==> src/rtl/core/t2tbm_pkg.sv <==
// Shared types, constants and codes for the Type 2 tag block memory.
package t2tbm_pkg;

  // Store geometry
  localparam int MEM_BYTES         = 1024;
  localparam int BLOCKS_PER_SECTOR = 256;
  localparam int BLOCK_BYTES       = 4;
  localparam int WORDS_PER_READ    = 4;
  localparam int MEM_WORDS         = MEM_BYTES / BLOCK_BYTES;
  localparam int WADDR_W           = $clog2(MEM_WORDS);
  localparam int K_W               = $clog2(WORDS_PER_READ);

  // Field widths
  localparam int CMD_W    = 2;
  localparam int BLOCK_W  = 8;
  localparam int SECTOR_W = 8;
  localparam int WORD_W   = 32;
  localparam int STATUS_W = 3;
  localparam int USED_W   = 11;

  // Block index (sector * blocks per sector + block) and byte address widths
  localparam int BLK_IDX_W = $clog2(((1 << SECTOR_W) - 1) * BLOCKS_PER_SECTOR + (1 << BLOCK_W));
  localparam int ADDR_W    = BLK_IDX_W + 2;
  localparam int FRONT_A_W = (ADDR_W > USED_W) ? ADDR_W : USED_W;
  localparam int FRONT_W   = ((FRONT_A_W > WADDR_W + 2) ? FRONT_A_W : WADDR_W + 2) + 1;
  localparam int RBYTE_W   = WADDR_W + 3;
  localparam int BACK_W    = ((RBYTE_W > USED_W) ? RBYTE_W : USED_W) + 1;

  // Tag layout
  localparam int CC_ACCESS_BYTE = 15;
  localparam int LOCK_WORD      = 2;
  localparam int CC_WORD        = 3;
  localparam int LOCK_BLOCK     = 2;
  localparam int CC_BLOCK       = 3;
  localparam int UID_BLOCKS     = 2;
  localparam logic [7:0] TERMINATOR = 8'hFE;
  // lock bytes 10..11 sit in the low half of word 2 (byte enables 2 and 3)
  localparam logic [BLOCK_BYTES-1:0] LOCK_BE = 4'b1100;

  // Queue between front and back
  localparam int QUEUE_DEPTH = 2;

  // Register file
  localparam int PADDR_W   = 3;
  localparam int PDATA_W   = 32;
  localparam int REG_IDX_W = PADDR_W - 2;
  localparam logic [REG_IDX_W-1:0] REG_USED_BYTES = '0;
  localparam logic [USED_W-1:0]    USED_RESET     = 11'd64;

  typedef enum logic [CMD_W-1:0] {
    CMD_READ   = 2'd0,
    CMD_WRITE  = 2'd1,
    CMD_SECTOR = 2'd2,
    CMD_LOAD   = 2'd3
  } cmd_e;

  typedef enum logic [STATUS_W-1:0] {
    STS_OK        = 3'd0,
    STS_RANGE     = 3'd1,
    STS_READ_ONLY = 3'd2,
    STS_UID       = 3'd3,
    STS_SECTOR    = 3'd4
  } status_e;

  typedef enum logic [2:0] {
    OP_READ,
    OP_STORE,
    OP_CC_OR,
    OP_LOCK_OR,
    OP_REPLY
  } op_e;

  typedef enum logic [1:0] {
    BK_CLEAR,
    BK_IDLE,
    BK_EMIT
  } back_state_e;

  typedef struct packed {
    logic [CMD_W-1:0]    command;
    logic [BLOCK_W-1:0]  block_number;
    logic [WORD_W-1:0]   write_word;
    logic [SECTOR_W-1:0] sector_number;
  } in_item_t;

  typedef struct packed {
    logic [STATUS_W-1:0] status;
    logic [WORD_W-1:0]   data_word;
    logic                last;
  } out_item_t;

  typedef struct packed {
    op_e                    op;
    status_e                status;
    logic                   chk_ro;
    logic [WADDR_W-1:0]     waddr;
    logic [BLOCK_BYTES-1:0] byte_en;
    logic [WORD_W-1:0]      wdata;
  } queue_entry_t;

endpackage

==> src/rtl/core/t2tbm_fifo.sv <==
// Short queue of classified commands between front and back end.
module t2tbm_fifo (
  input  logic                    clk_i,
  input  logic                    rst_ni,
  input  logic                    push_i,
  input  t2tbm_pkg::queue_entry_t entry_i,
  output logic                    full_o,
  input  logic                    pop_i,
  output logic                    empty_o,
  output t2tbm_pkg::queue_entry_t head_o
);
  import t2tbm_pkg::*;

  localparam int PTR_W = $clog2(QUEUE_DEPTH);
  localparam int CNT_W = $clog2(QUEUE_DEPTH + 1);

  queue_entry_t      slot_q [QUEUE_DEPTH];
  logic [PTR_W-1:0]  wr_ptr_q, rd_ptr_q;
  logic [CNT_W-1:0]  cnt_q;

  assign full_o  = (cnt_q == CNT_W'(QUEUE_DEPTH));
  assign empty_o = (cnt_q == '0);
  assign head_o  = slot_q[rd_ptr_q];

  // Entry storage
  always_ff @(posedge clk_i) begin
    if (push_i) begin
      slot_q[wr_ptr_q] <= entry_i;
    end
  end

  // Pointers and fill level
  always_ff @(posedge clk_i or negedge rst_ni) begin
    if (!rst_ni) begin
      wr_ptr_q <= '0;
      rd_ptr_q <= '0;
      cnt_q    <= '0;
    end else begin
      if (push_i) begin
        wr_ptr_q <= (wr_ptr_q == PTR_W'(QUEUE_DEPTH - 1)) ? '0 : wr_ptr_q + 1'b1;
      end
      if (pop_i) begin
        rd_ptr_q <= (rd_ptr_q == PTR_W'(QUEUE_DEPTH - 1)) ? '0 : rd_ptr_q + 1'b1;
      end
      if (push_i && !pop_i) begin
        cnt_q <= cnt_q + 1'b1;
      end else if (pop_i && !push_i) begin
        cnt_q <= cnt_q - 1'b1;
      end
    end
  end

endmodule

==> config.mk <==
export PLATFORM = sky130hd
export DESIGN_NAME = t2tbm_fifo
export DESIGN_NICKNAME = d
export VERILOG_FILES = /design/src/rtl/core/t2tbm_pkg.sv /design/src/rtl/core/t2tbm_fifo.sv
export SDC_FILE = /design/constraint.sdc
export NUM_CORES = 1
export LEC_CHECK = 0
export BUFFER_PORTS_ARGS = -buffer_cell sky130_fd_sc_hd__buf_2
export CAP_MARGIN = 0
export CORE_UTILIZATION = 47
export DETAILED_ROUTE_END_ITERATION = 8
export HOLD_SLACK_MARGIN = 0.03
export PLACE_DENSITY = 0.75
export SYNTH_ARGS = -nofsm -noshare
export SYNTH_HDL_FRONTEND = slang
export SYNTH_SLANG_ARGS = --single-unit
==> constraint.sdc <==
create_clock -name clk_i -period 3 [get_ports clk_i]
set_input_delay 0.15 -clock clk_i [delete_from_list [all_inputs] [get_ports clk_i]]
set_output_delay 0.15 -clock clk_i [all_outputs]
set_load 0.01 [all_outputs]
==> flow_summary.toml <==
[clock_network]
clkLatencyLatePin_ns = 0.36
clkSinkCount = 106
cts_htree_levels = 3
cts_buffer_depth = 2
cts_buffers = 9
clk_pin_slew_ns = 0.09
cts_tree = "yes"
clockRootBuffer = "clkbuf_8"
post_cts_resized = 0

[placed_design]
port-buffer-count = 107
place_congestion = 0.620
placement.cell_area_um2 = 4740
dp.cells = 385
dp_hpwl_mm = 4.27

[timing]
drv_slew = 0
fmax_ghz = 0.494
setup_tns_ns = 0
grt_setup_unrepaired = "no"
setup_violations = 0
period_share_pct = 67.5
relSlewSlack_pct = 61.7
period_minus_slack_ns = 2.02
tightest_slew_ns = 0.574
hold_viol_final = 0
skew_ns = 0.00907

[critical_path]
cp-start-kind = "flop"
cp.arrival_ns = 1.87
crit_chain = "buf_12 -> mux2_2 -> buf_2"
path_class = "reg2out"
worst-path-buf-inv = 2
cpPeakStageDelay_ns = 0.69
worst_path_dominant_cell_family = "flip-flops"
cp_max_fo = 32
cp_slowest_cell = "dfrtp_4"
end_kind = "output port"
critPathRequiredTime_ns = 2.85

[drt]
wl_mm = 6.82
first_iter_violations = 114
via_count = 2135
ant_nets = 0
drtPass1Iterations = 4
drt-vias-per-instance = 4.69
drc_errors = 0
routedWlPerCell_um = 15.0

[final_layout]
stdcell_count = 455
final_common_cell = "buf_2"
diodes = 0
syn2layout_area_growth_pct = 34.2
fin_area_um2 = 5530
seq_area_um2 = 3170
nFillCells = 575
nNetsFinal = 401
multi_input_area_um2 = 850
layout_common_cells = "107 x buf_2, 102 x edfxtp_1, 54 x dlygate4sd3_1"
drive_gt1_share_pct = 51.4

[synthesis]
yosysSeqAreaShare_pct = 76.8
syn_nets = 231
netlist_area_um2 = 4120
ys_warn_count = 0
synth-seq-cells = 106
netlist_top_cells_area = "edfxtp_1 74%, mux2_4 18%, buf_12 2.4%"
synth_cell_types = 13
synth_top_area_share_pct = 74.4
avgSynthCellArea_um2 = 23.5
yosysTopAreaCell = "edfxtp_1"
synthCells = 175

[global_route]
grt.overflow.total = 0
first_global_vias = 2266
antenna_found_initial = 0
grt.total_usage_pct = 15.8
grt_max_degree = 33
grt_pass1_wl_mm = 10.4

[floorplanning]
die_w_um = 95.6
start_util_pct = 49.4
die-area_um2 = 9140
die_h_um = 95.6
ios = 108
core_region_area_um2 = 8340
rows = 33

[run_status]
outcome = "complete, no violations"

[flow_run]
drv_cap = 0

[min_path]
holdCritPathClass = "in2async"

[power_and_ir_drop]
ir_worst_vdd_mv = 0.436
power.density_nw_per_um2 = 840
leakage_nw = 2.26
[kinds of logic after synthesis]
| logic type | count (synthesis) | share of synthesized area, % |
|---|---|---|
| and+or+nand+nor | 5 | 0.638 |
| DFF | 106 | 76.8 |
| xor gates and xnor gates | 5 | 1.06 |
| adders and majority gates | 1 | 0.304 |
| buffers and inverters | 7 | 2.79 |
| muxes | 51 | 18.4 |
[cell type report]
cell class / count / share of cell area, %
inverters: 1 / 0.0679
multi-input cells: 62 / 15.4
well taps: 105 / 2.38
flip-flops and latches: 106 / 57.3
clock inverters: 7 / 2.22
clock buffers: 9 / 2.24
repair buffers: 165 / 20.5
[stage by stage]
stage / hold WS (ns) / setup slack [ns] / utilization, % / total power [mW]
2_1_floorplan: -0.146 / 0.839 / - / 3.25
3_3_place_gp: -0.0336 / 1.35 / 56.9 / 3.58
3_5_place_dp: -0.0326 / 1.35 / 56.9 / 3.61
4_1_cts: 0.108 / 0.937 / 66.3 / 4.69
5_1_grt: 0.129 / 0.880 / 66.3 / 4.88
6_report: 0.125 / 0.975 / 66.3 / 4.64
[state kept, by name, summed over array words and instances (netlist names)]
register and flops:
slot_q 102, cnt_q 2, wr_ptr_q 1, rd_ptr_q 1
[synth_stat cells]
library cell  count
mux2_4           49
buf_6             1
xnor2_1           1
ha_1              1
buf_12            5
xor2_1            4
dfrtp_1           4
edfxtp_1        102
nor2b_1           2
inv_1             1
and2_1            1
mux2_2            2
nor2_1            2
[worst paths after layout]
kind,from,to,slack [ns],cells past startpoint
min,rst_ni,cnt_q[0],0.13,2
max in group asynchronous,rst_ni,rd_ptr_q,2.73,2
min reg2reg,cnt_q[1],cnt_q[1],0.50,1
min in group clk_i,cnt_q[1],cnt_q[1],0.50,1
max,rd_ptr_q,head_o[30],0.98,3
max reg2reg,wr_ptr_q,slot_q[1][6],1.44,2
[per-layer routing]
metal,wire length [um],track usage [%],vias to the layer above
met4,125,7.46,0
met2,3520,27.6,72
li1,-,-,1021
met1,2730,18.1,1031
met5,0,0,-
met3,434,3.83,11
[where the power goes]
group          leakage (nW)  switching [mW]  total [mW]  internal [mW]
combinational          1.14           0.650        1.48          0.827
sequential             1.00           0.164        2.13           1.97
clock                 0.124           0.472        1.03          0.563
total                  2.26            1.29        4.64           3.36
[repair_timing]
item                      CTS  global route
hold buffers               54             0
hold endpoints to repair  108             0
buffers inserted            0             0
(Power assumes the default switching activity.)
