===== src/rtl/core/t2tbm_pkg.sv =====
// Shared types, constants and codes for the Type 2 tag block memory.
package t2tbm_pkg;

  // Store geometry
  localparam int MEM_BYTES         = 1024;
  localparam int BLOCKS_PER_SECTOR = 256;
  localparam int BLOCK_BYTES       = 4;
  localparam int WORDS_PER_READ    = 4;
  localparam int MEM_WORDS         = MEM_BYTES / BLOCK_BYTES;
  localparam int WADDR_W           = $clog2(MEM_WORDS);
  localparam int K_W               = $clog2(WORDS_PER_READ);

  // Field widths
  localparam int CMD_W    = 2;
  localparam int BLOCK_W  = 8;
  localparam int SECTOR_W = 8;
  localparam int WORD_W   = 32;
  localparam int STATUS_W = 3;
  localparam int USED_W   = 11;

  // Block index (sector * blocks per sector + block) and byte address widths
  localparam int BLK_IDX_W = $clog2(((1 << SECTOR_W) - 1) * BLOCKS_PER_SECTOR + (1 << BLOCK_W));
  localparam int ADDR_W    = BLK_IDX_W + 2;
  localparam int FRONT_A_W = (ADDR_W > USED_W) ? ADDR_W : USED_W;
  localparam int FRONT_W   = ((FRONT_A_W > WADDR_W + 2) ? FRONT_A_W : WADDR_W + 2) + 1;
  localparam int RBYTE_W   = WADDR_W + 3;
  localparam int BACK_W    = ((RBYTE_W > USED_W) ? RBYTE_W : USED_W) + 1;

  // Tag layout
  localparam int CC_ACCESS_BYTE = 15;
  localparam int LOCK_WORD      = 2;
  localparam int CC_WORD        = 3;
  localparam int LOCK_BLOCK     = 2;
  localparam int CC_BLOCK       = 3;
  localparam int UID_BLOCKS     = 2;
  localparam logic [7:0] TERMINATOR = 8'hFE;
  // lock bytes 10..11 sit in the low half of word 2 (byte enables 2 and 3)
  localparam logic [BLOCK_BYTES-1:0] LOCK_BE = 4'b1100;

  // Queue between front and back
  localparam int QUEUE_DEPTH = 2;

  // Register file
  localparam int PADDR_W   = 3;
  localparam int PDATA_W   = 32;
  localparam int REG_IDX_W = PADDR_W - 2;
  localparam logic [REG_IDX_W-1:0] REG_USED_BYTES = '0;
  localparam logic [USED_W-1:0]    USED_RESET     = 11'd64;

  typedef enum logic [CMD_W-1:0] {
    CMD_READ   = 2'd0,
    CMD_WRITE  = 2'd1,
    CMD_SECTOR = 2'd2,
    CMD_LOAD   = 2'd3
  } cmd_e;

  typedef enum logic [STATUS_W-1:0] {
    STS_OK        = 3'd0,
    STS_RANGE     = 3'd1,
    STS_READ_ONLY = 3'd2,
    STS_UID       = 3'd3,
    STS_SECTOR    = 3'd4
  } status_e;

  typedef enum logic [2:0] {
    OP_READ,
    OP_STORE,
    OP_CC_OR,
    OP_LOCK_OR,
    OP_REPLY
  } op_e;

  typedef enum logic [1:0] {
    BK_CLEAR,
    BK_IDLE,
    BK_EMIT
  } back_state_e;

  typedef struct packed {
    logic [CMD_W-1:0]    command;
    logic [BLOCK_W-1:0]  block_number;
    logic [WORD_W-1:0]   write_word;
    logic [SECTOR_W-1:0] sector_number;
  } in_item_t;

  typedef struct packed {
    logic [STATUS_W-1:0] status;
    logic [WORD_W-1:0]   data_word;
    logic                last;
  } out_item_t;

  typedef struct packed {
    op_e                    op;
    status_e                status;
    logic                   chk_ro;
    logic [WADDR_W-1:0]     waddr;
    logic [BLOCK_BYTES-1:0] byte_en;
    logic [WORD_W-1:0]      wdata;
  } queue_entry_t;

endpackage


===== src/rtl/core/t2tbm_front.sv =====
// Front end: accepts items, tracks the sector, classifies each command.
module t2tbm_front (
  input  logic                           clk_i,
  input  logic                           rst_ni,
  input  logic                           in_valid_i,
  output logic                           in_stall_o,
  input  t2tbm_pkg::in_item_t            in_item_i,
  input  logic [t2tbm_pkg::USED_W-1:0]   used_i,
  input  logic                           clearing_i,
  input  logic                           q_full_i,
  output logic                           q_push_o,
  output t2tbm_pkg::queue_entry_t        q_entry_o
);
  import t2tbm_pkg::*;

  logic [SECTOR_W-1:0]    sector_q, sector_d;
  logic [BLK_IDX_W-1:0]   blk_idx;
  logic [FRONT_W-1:0]     addr, used_ext, sec_base;
  logic [BLOCK_BYTES-1:0] byte_en;
  logic                   in_range, sector0, accept;
  cmd_e                   cmd;

  // Handshake: hold off while the queue is full or the store is being cleared
  assign in_stall_o = q_full_i | clearing_i;
  assign accept     = in_valid_i & ~in_stall_o;
  assign q_push_o   = accept;

  // Address arithmetic
  assign blk_idx  = BLK_IDX_W'(sector_q) * BLK_IDX_W'(BLOCKS_PER_SECTOR)
                  + BLK_IDX_W'(in_item_i.block_number);
  assign addr     = FRONT_W'({blk_idx, 2'b00});
  assign used_ext = FRONT_W'(used_i);
  assign sec_base = FRONT_W'(BLK_IDX_W'(in_item_i.sector_number)
                  * BLK_IDX_W'(BLOCKS_PER_SECTOR));
  assign in_range = addr < used_ext;
  assign sector0  = (sector_q == '0);
  assign cmd      = cmd_e'(in_item_i.command);

  // Bytes of a block that fall below the used size
  always_comb begin
    for (int i = 0; i < BLOCK_BYTES; i++) begin
      byte_en[i] = (addr + FRONT_W'(i)) < used_ext;
    end
  end

  // Command classification
  always_comb begin
    q_entry_o         = '0;
    q_entry_o.op      = OP_REPLY;
    q_entry_o.status  = STS_OK;
    q_entry_o.waddr   = addr[WADDR_W+1:2];
    q_entry_o.byte_en = byte_en;
    q_entry_o.wdata   = in_item_i.write_word;
    sector_d          = sector_q;
    unique case (cmd)
      CMD_READ: begin
        if (!in_range) begin
          q_entry_o.status = STS_RANGE;
        end else begin
          q_entry_o.op = OP_READ;
        end
      end
      CMD_WRITE: begin
        // read-only check itself is done in order by the back end
        q_entry_o.chk_ro = used_ext > FRONT_W'(CC_ACCESS_BYTE);
        if (!in_range) begin
          q_entry_o.status = STS_RANGE;
        end else if (sector0 && in_item_i.block_number == BLOCK_W'(CC_BLOCK)) begin
          q_entry_o.op    = OP_CC_OR;
          q_entry_o.waddr = WADDR_W'(CC_WORD);
        end else if (sector0 && in_item_i.block_number == BLOCK_W'(LOCK_BLOCK)) begin
          q_entry_o.op    = OP_LOCK_OR;
          q_entry_o.waddr = WADDR_W'(LOCK_WORD);
        end else if (sector0 && in_item_i.block_number < BLOCK_W'(UID_BLOCKS)) begin
          q_entry_o.status = STS_UID;
        end else begin
          q_entry_o.op = OP_STORE;
        end
      end
      CMD_SECTOR: begin
        if (used_ext < sec_base) begin
          q_entry_o.status = STS_SECTOR;
        end else begin
          sector_d = in_item_i.sector_number;
        end
      end
      CMD_LOAD: begin
        if (!in_range) begin
          q_entry_o.status = STS_RANGE;
        end else begin
          q_entry_o.op = OP_STORE;
        end
      end
    endcase
  end

  // Selected sector
  always_ff @(posedge clk_i or negedge rst_ni) begin
    if (!rst_ni) begin
      sector_q <= '0;
    end else if (accept) begin
      sector_q <= sector_d;
    end
  end

endmodule


===== config.mk =====
export PLATFORM = sky130hd
export DESIGN_NAME = t2tbm_front
export DESIGN_NICKNAME = d
export VERILOG_FILES = /design/src/rtl/core/t2tbm_pkg.sv /design/src/rtl/core/t2tbm_front.sv
export SDC_FILE = /design/constraint.sdc
export NUM_CORES = 1
export LEC_CHECK = 0
export ABC_AREA = 1
export ABC_CLOCK_PERIOD_IN_PS = 5700
export BUFFER_PORTS_ARGS = -buffer_cell sky130_fd_sc_hd__buf_2
export CORE_MARGIN = 2
export CORE_UTILIZATION = 41
export DETAILED_ROUTE_END_ITERATION = 16
export HOLD_SLACK_MARGIN = 0.08
export PLACE_DENSITY = 0.91
export SLEW_MARGIN = 20
export SYNTH_ARGS = -nofsm -noshare
export SYNTH_HDL_FRONTEND = slang
export SYNTH_SLANG_ARGS = --single-unit

===== constraint.sdc =====
create_clock -name clk_i -period 5.7 [get_ports clk_i]
set_clock_uncertainty 0.2 [all_clocks]
set_input_delay 1.425 -clock clk_i [delete_from_list [all_inputs] [get_ports clk_i]]
set_output_delay 1.425 -clock clk_i [all_outputs]
set_load 0.02 [all_outputs]

==> reports/metrics.cfg <==
[sta]
hold_viol=0
finalMaxSlewViolations=0
max_freq_mhz=228
worstMarginPinSlew_ps=443
fin_crit_sh_pct=77.1
setup_viol=0
finalCriticalPeriod_ps=4390
relSlewSlack_pct=70.2
fin_ws_ps=1310
tns_ps=0
rsz0062_at_grt=false

[global_route]
grt-ovfl-total=0
antenna_found_initial=0
grt_pass1_wl_um=4310
grt_max_degree=11
grt_use_met2_pct=25.9
grt.busiest_layer=met2
gr-usage-met1_pct=16.8
met3_usage_pct=3.15
grt_pass1_vias=1097
grt_usage_pct=14.7

[cells_and_area]
top_regs=sector_q x8
regMostFlops=sector_q
fin_nets=308
n_antenna_cell=0
fill_cells=333
largest_register_ffs=8
final_layout_size_suffix_gt1_share_pct=33.2
syn2layout_area_growth_pct=5.17
multi_input_comb_area_um2=742
stdcell_count=267
seqCellArea_um2=200
fin_util_pct=45.9

[job]
drv_cap=0

[power]
finalPower_mw=0.182
ir_drop_mv=0.0757
p_leak_nw=0.924
powerDensity_mw_per_mm2=128

[floorplanning]
dieArea_mm2=0.00378
std_cell_rows=20
core_area_mm2=0.00310
start_util_pct=43.7
die_h_um=61.5
io_pins=119
die-width_um=61.5

[place]
routabilityCongestion=0.878
place_ws_ps=1300
dp_hpwl_um=2450
portBuffers=54
dp.cells=264

[synthesis]
ys_seq_area_share_pct=14.8
syn-cell-area_mm2=0.00136
yosysWarnings=0
ys_ff_latch=8
yosys.area.top_type=buf_4
avgSynthCellArea_um2=6.55
synth_area_leaders=buf_4 18%, ha_1 16%, dfrtp_1 15%
synth.distinct_cells=26
synth_top_area_share_pct=18.3
syn-num-nets=290
syn_inst=207

[clock_network]
ctsHoldBuffers=0
htreeDepth=1
cts_inserted_buffers=3
cts_max_path_buffers=2
cts_tree=built
clk_pin_slew_ps=50
cts_setup_buffers=0
root_buffer=clkbuf_4
insertion_delay_ps=240
cts_sinks=8
post_cts_resized=0

[drt]
routed_via_density=4.60
firstDrtPassIters=4
drc_errors=0
ant_nets=0
post_drt_wl_per_cell_um=10.2
drt_wl_total_um=2740
drt_iter0_drc=25
num_vias=1227

[setup_path]
path_class=input pin to output pin
crit_path_end_kind=output pin
crit_arrival_ps=2770
startpoint_type=input pin
path_max_fanout=3
cp.required_ps=4070

[outcome]
status=completed

[min_path]
hp-class=flop to flop

-- stage by stage --
step | hold WS, ps | area (um2)
6_report | 290 | 1430
5_1_grt | 334 | 1430
4_1_cts | 292 | 1430
3_5_place_dp | 279 | 1400
3_3_place_gp | 270 | 1400
2_1_floorplan | 256 | 1360
-- power breakdown --
| part | switching [mW] | internal [mW] | total (mW) |
|---|---|---|---|
| registers | 0.000408 | 0.0572 | 0.0576 |
| clock network | 0.0165 | 0.0239 | 0.0404 |
| logic | 0.0509 | 0.0333 | 0.0842 |
-- layer usage --
metal / vias to the layer above / share of wire [%]
met5: - / 0
met2: 49 / 45
li1: 636 / -
met1: 528 / 44
met3: 14 / 8.4
met4: 0 / 2.6
-- critical path, stage by stage --
cell and delay (ps):
buf_2 110, ha_1 300, a21oi_1 170, o21ai_0 110, a21o_1 170, nand2_1 50
nand3b_1 140, nor2_1 130, buf_2 170
-- cells in the final DEF (no fill, tap or decap), drive strengths merged, types with 2 or more instances in the layout --
| cell | netlist | routed |
|---|---|---|
| a21o | 2 | 2 |
| a21oi | 6 | 6 |
| buf | 33 | 54 |
| clkbuf | 8 | 3 |
| dfrtp | 8 | 8 |
| ha | 17 | 17 |
| inv | 36 | 36 |
| nand2 | 38 | 38 |
| nand3 | 8 | 8 |
| nand4 | 3 | 3 |
| nor2 | 32 | 32 |
| nor3 | 5 | 5 |
| nor4 | 2 | 2 |
| o21ai | 4 | 4 |
-- final cells by class --
| cell class | instances | share of cell area [%] |
|---|---|---|
| repair buffers | 54 | 19.0 |
| multi-input cells | 122 | 52.1 |
| well taps | 44 | 3.86 |
| inverters | 36 | 9.48 |
| clock buffers | 3 | 1.58 |
| flip-flops and latches | 8 | 14.0 |
-- synth_stat cells --
master / instances
nand2_4: 2
nand3_2: 1
ha_1: 17
nand3_1: 7
inv_2: 2
nand3b_1: 1
nand4_1: 3
nor2_4: 4
a21o_1: 2
buf_4: 33
nor2_1: 23
dfrtp_1: 8
a21oi_1: 6
clkbuf_1: 8
or2_2: 1
o21ai_1: 3
nor3_1: 5
o21ai_0: 1
nand2_1: 34
a41oi_1: 1
nand2_2: 2
o21a_1: 1
nor4_1: 2
inv_1: 34
nor2_2: 5
o21bai_1: 1
-- worst paths after layout --
check	startpoint	end	slack, ps	depth (start not counted)
worst min-delay path	sector_q[4]	sector_q[4]	290	2
worst max register to register	sector_q[1]	sector_q[1]	4790	2
max in group asynchronous	rst_ni	sector_q[3]	4330	1
worst min register to register	sector_q[4]	sector_q[4]	290	2
min in group asynchronous	rst_ni	sector_q[6]	810	1
worst max-delay path	in_item_i[43]	q_entry_o[35]	1310	9
-- logic make-up after synthesis --
family / Yosys count / share of synthesized area, %
simple gates: 90 / 32.5
buf+inv: 77 / 30.5
fa+ha+maj: 17 / 15.7
compound gates: 15 / 6.56
flops: 8 / 14.8
(Power assumes the default switching activity.)
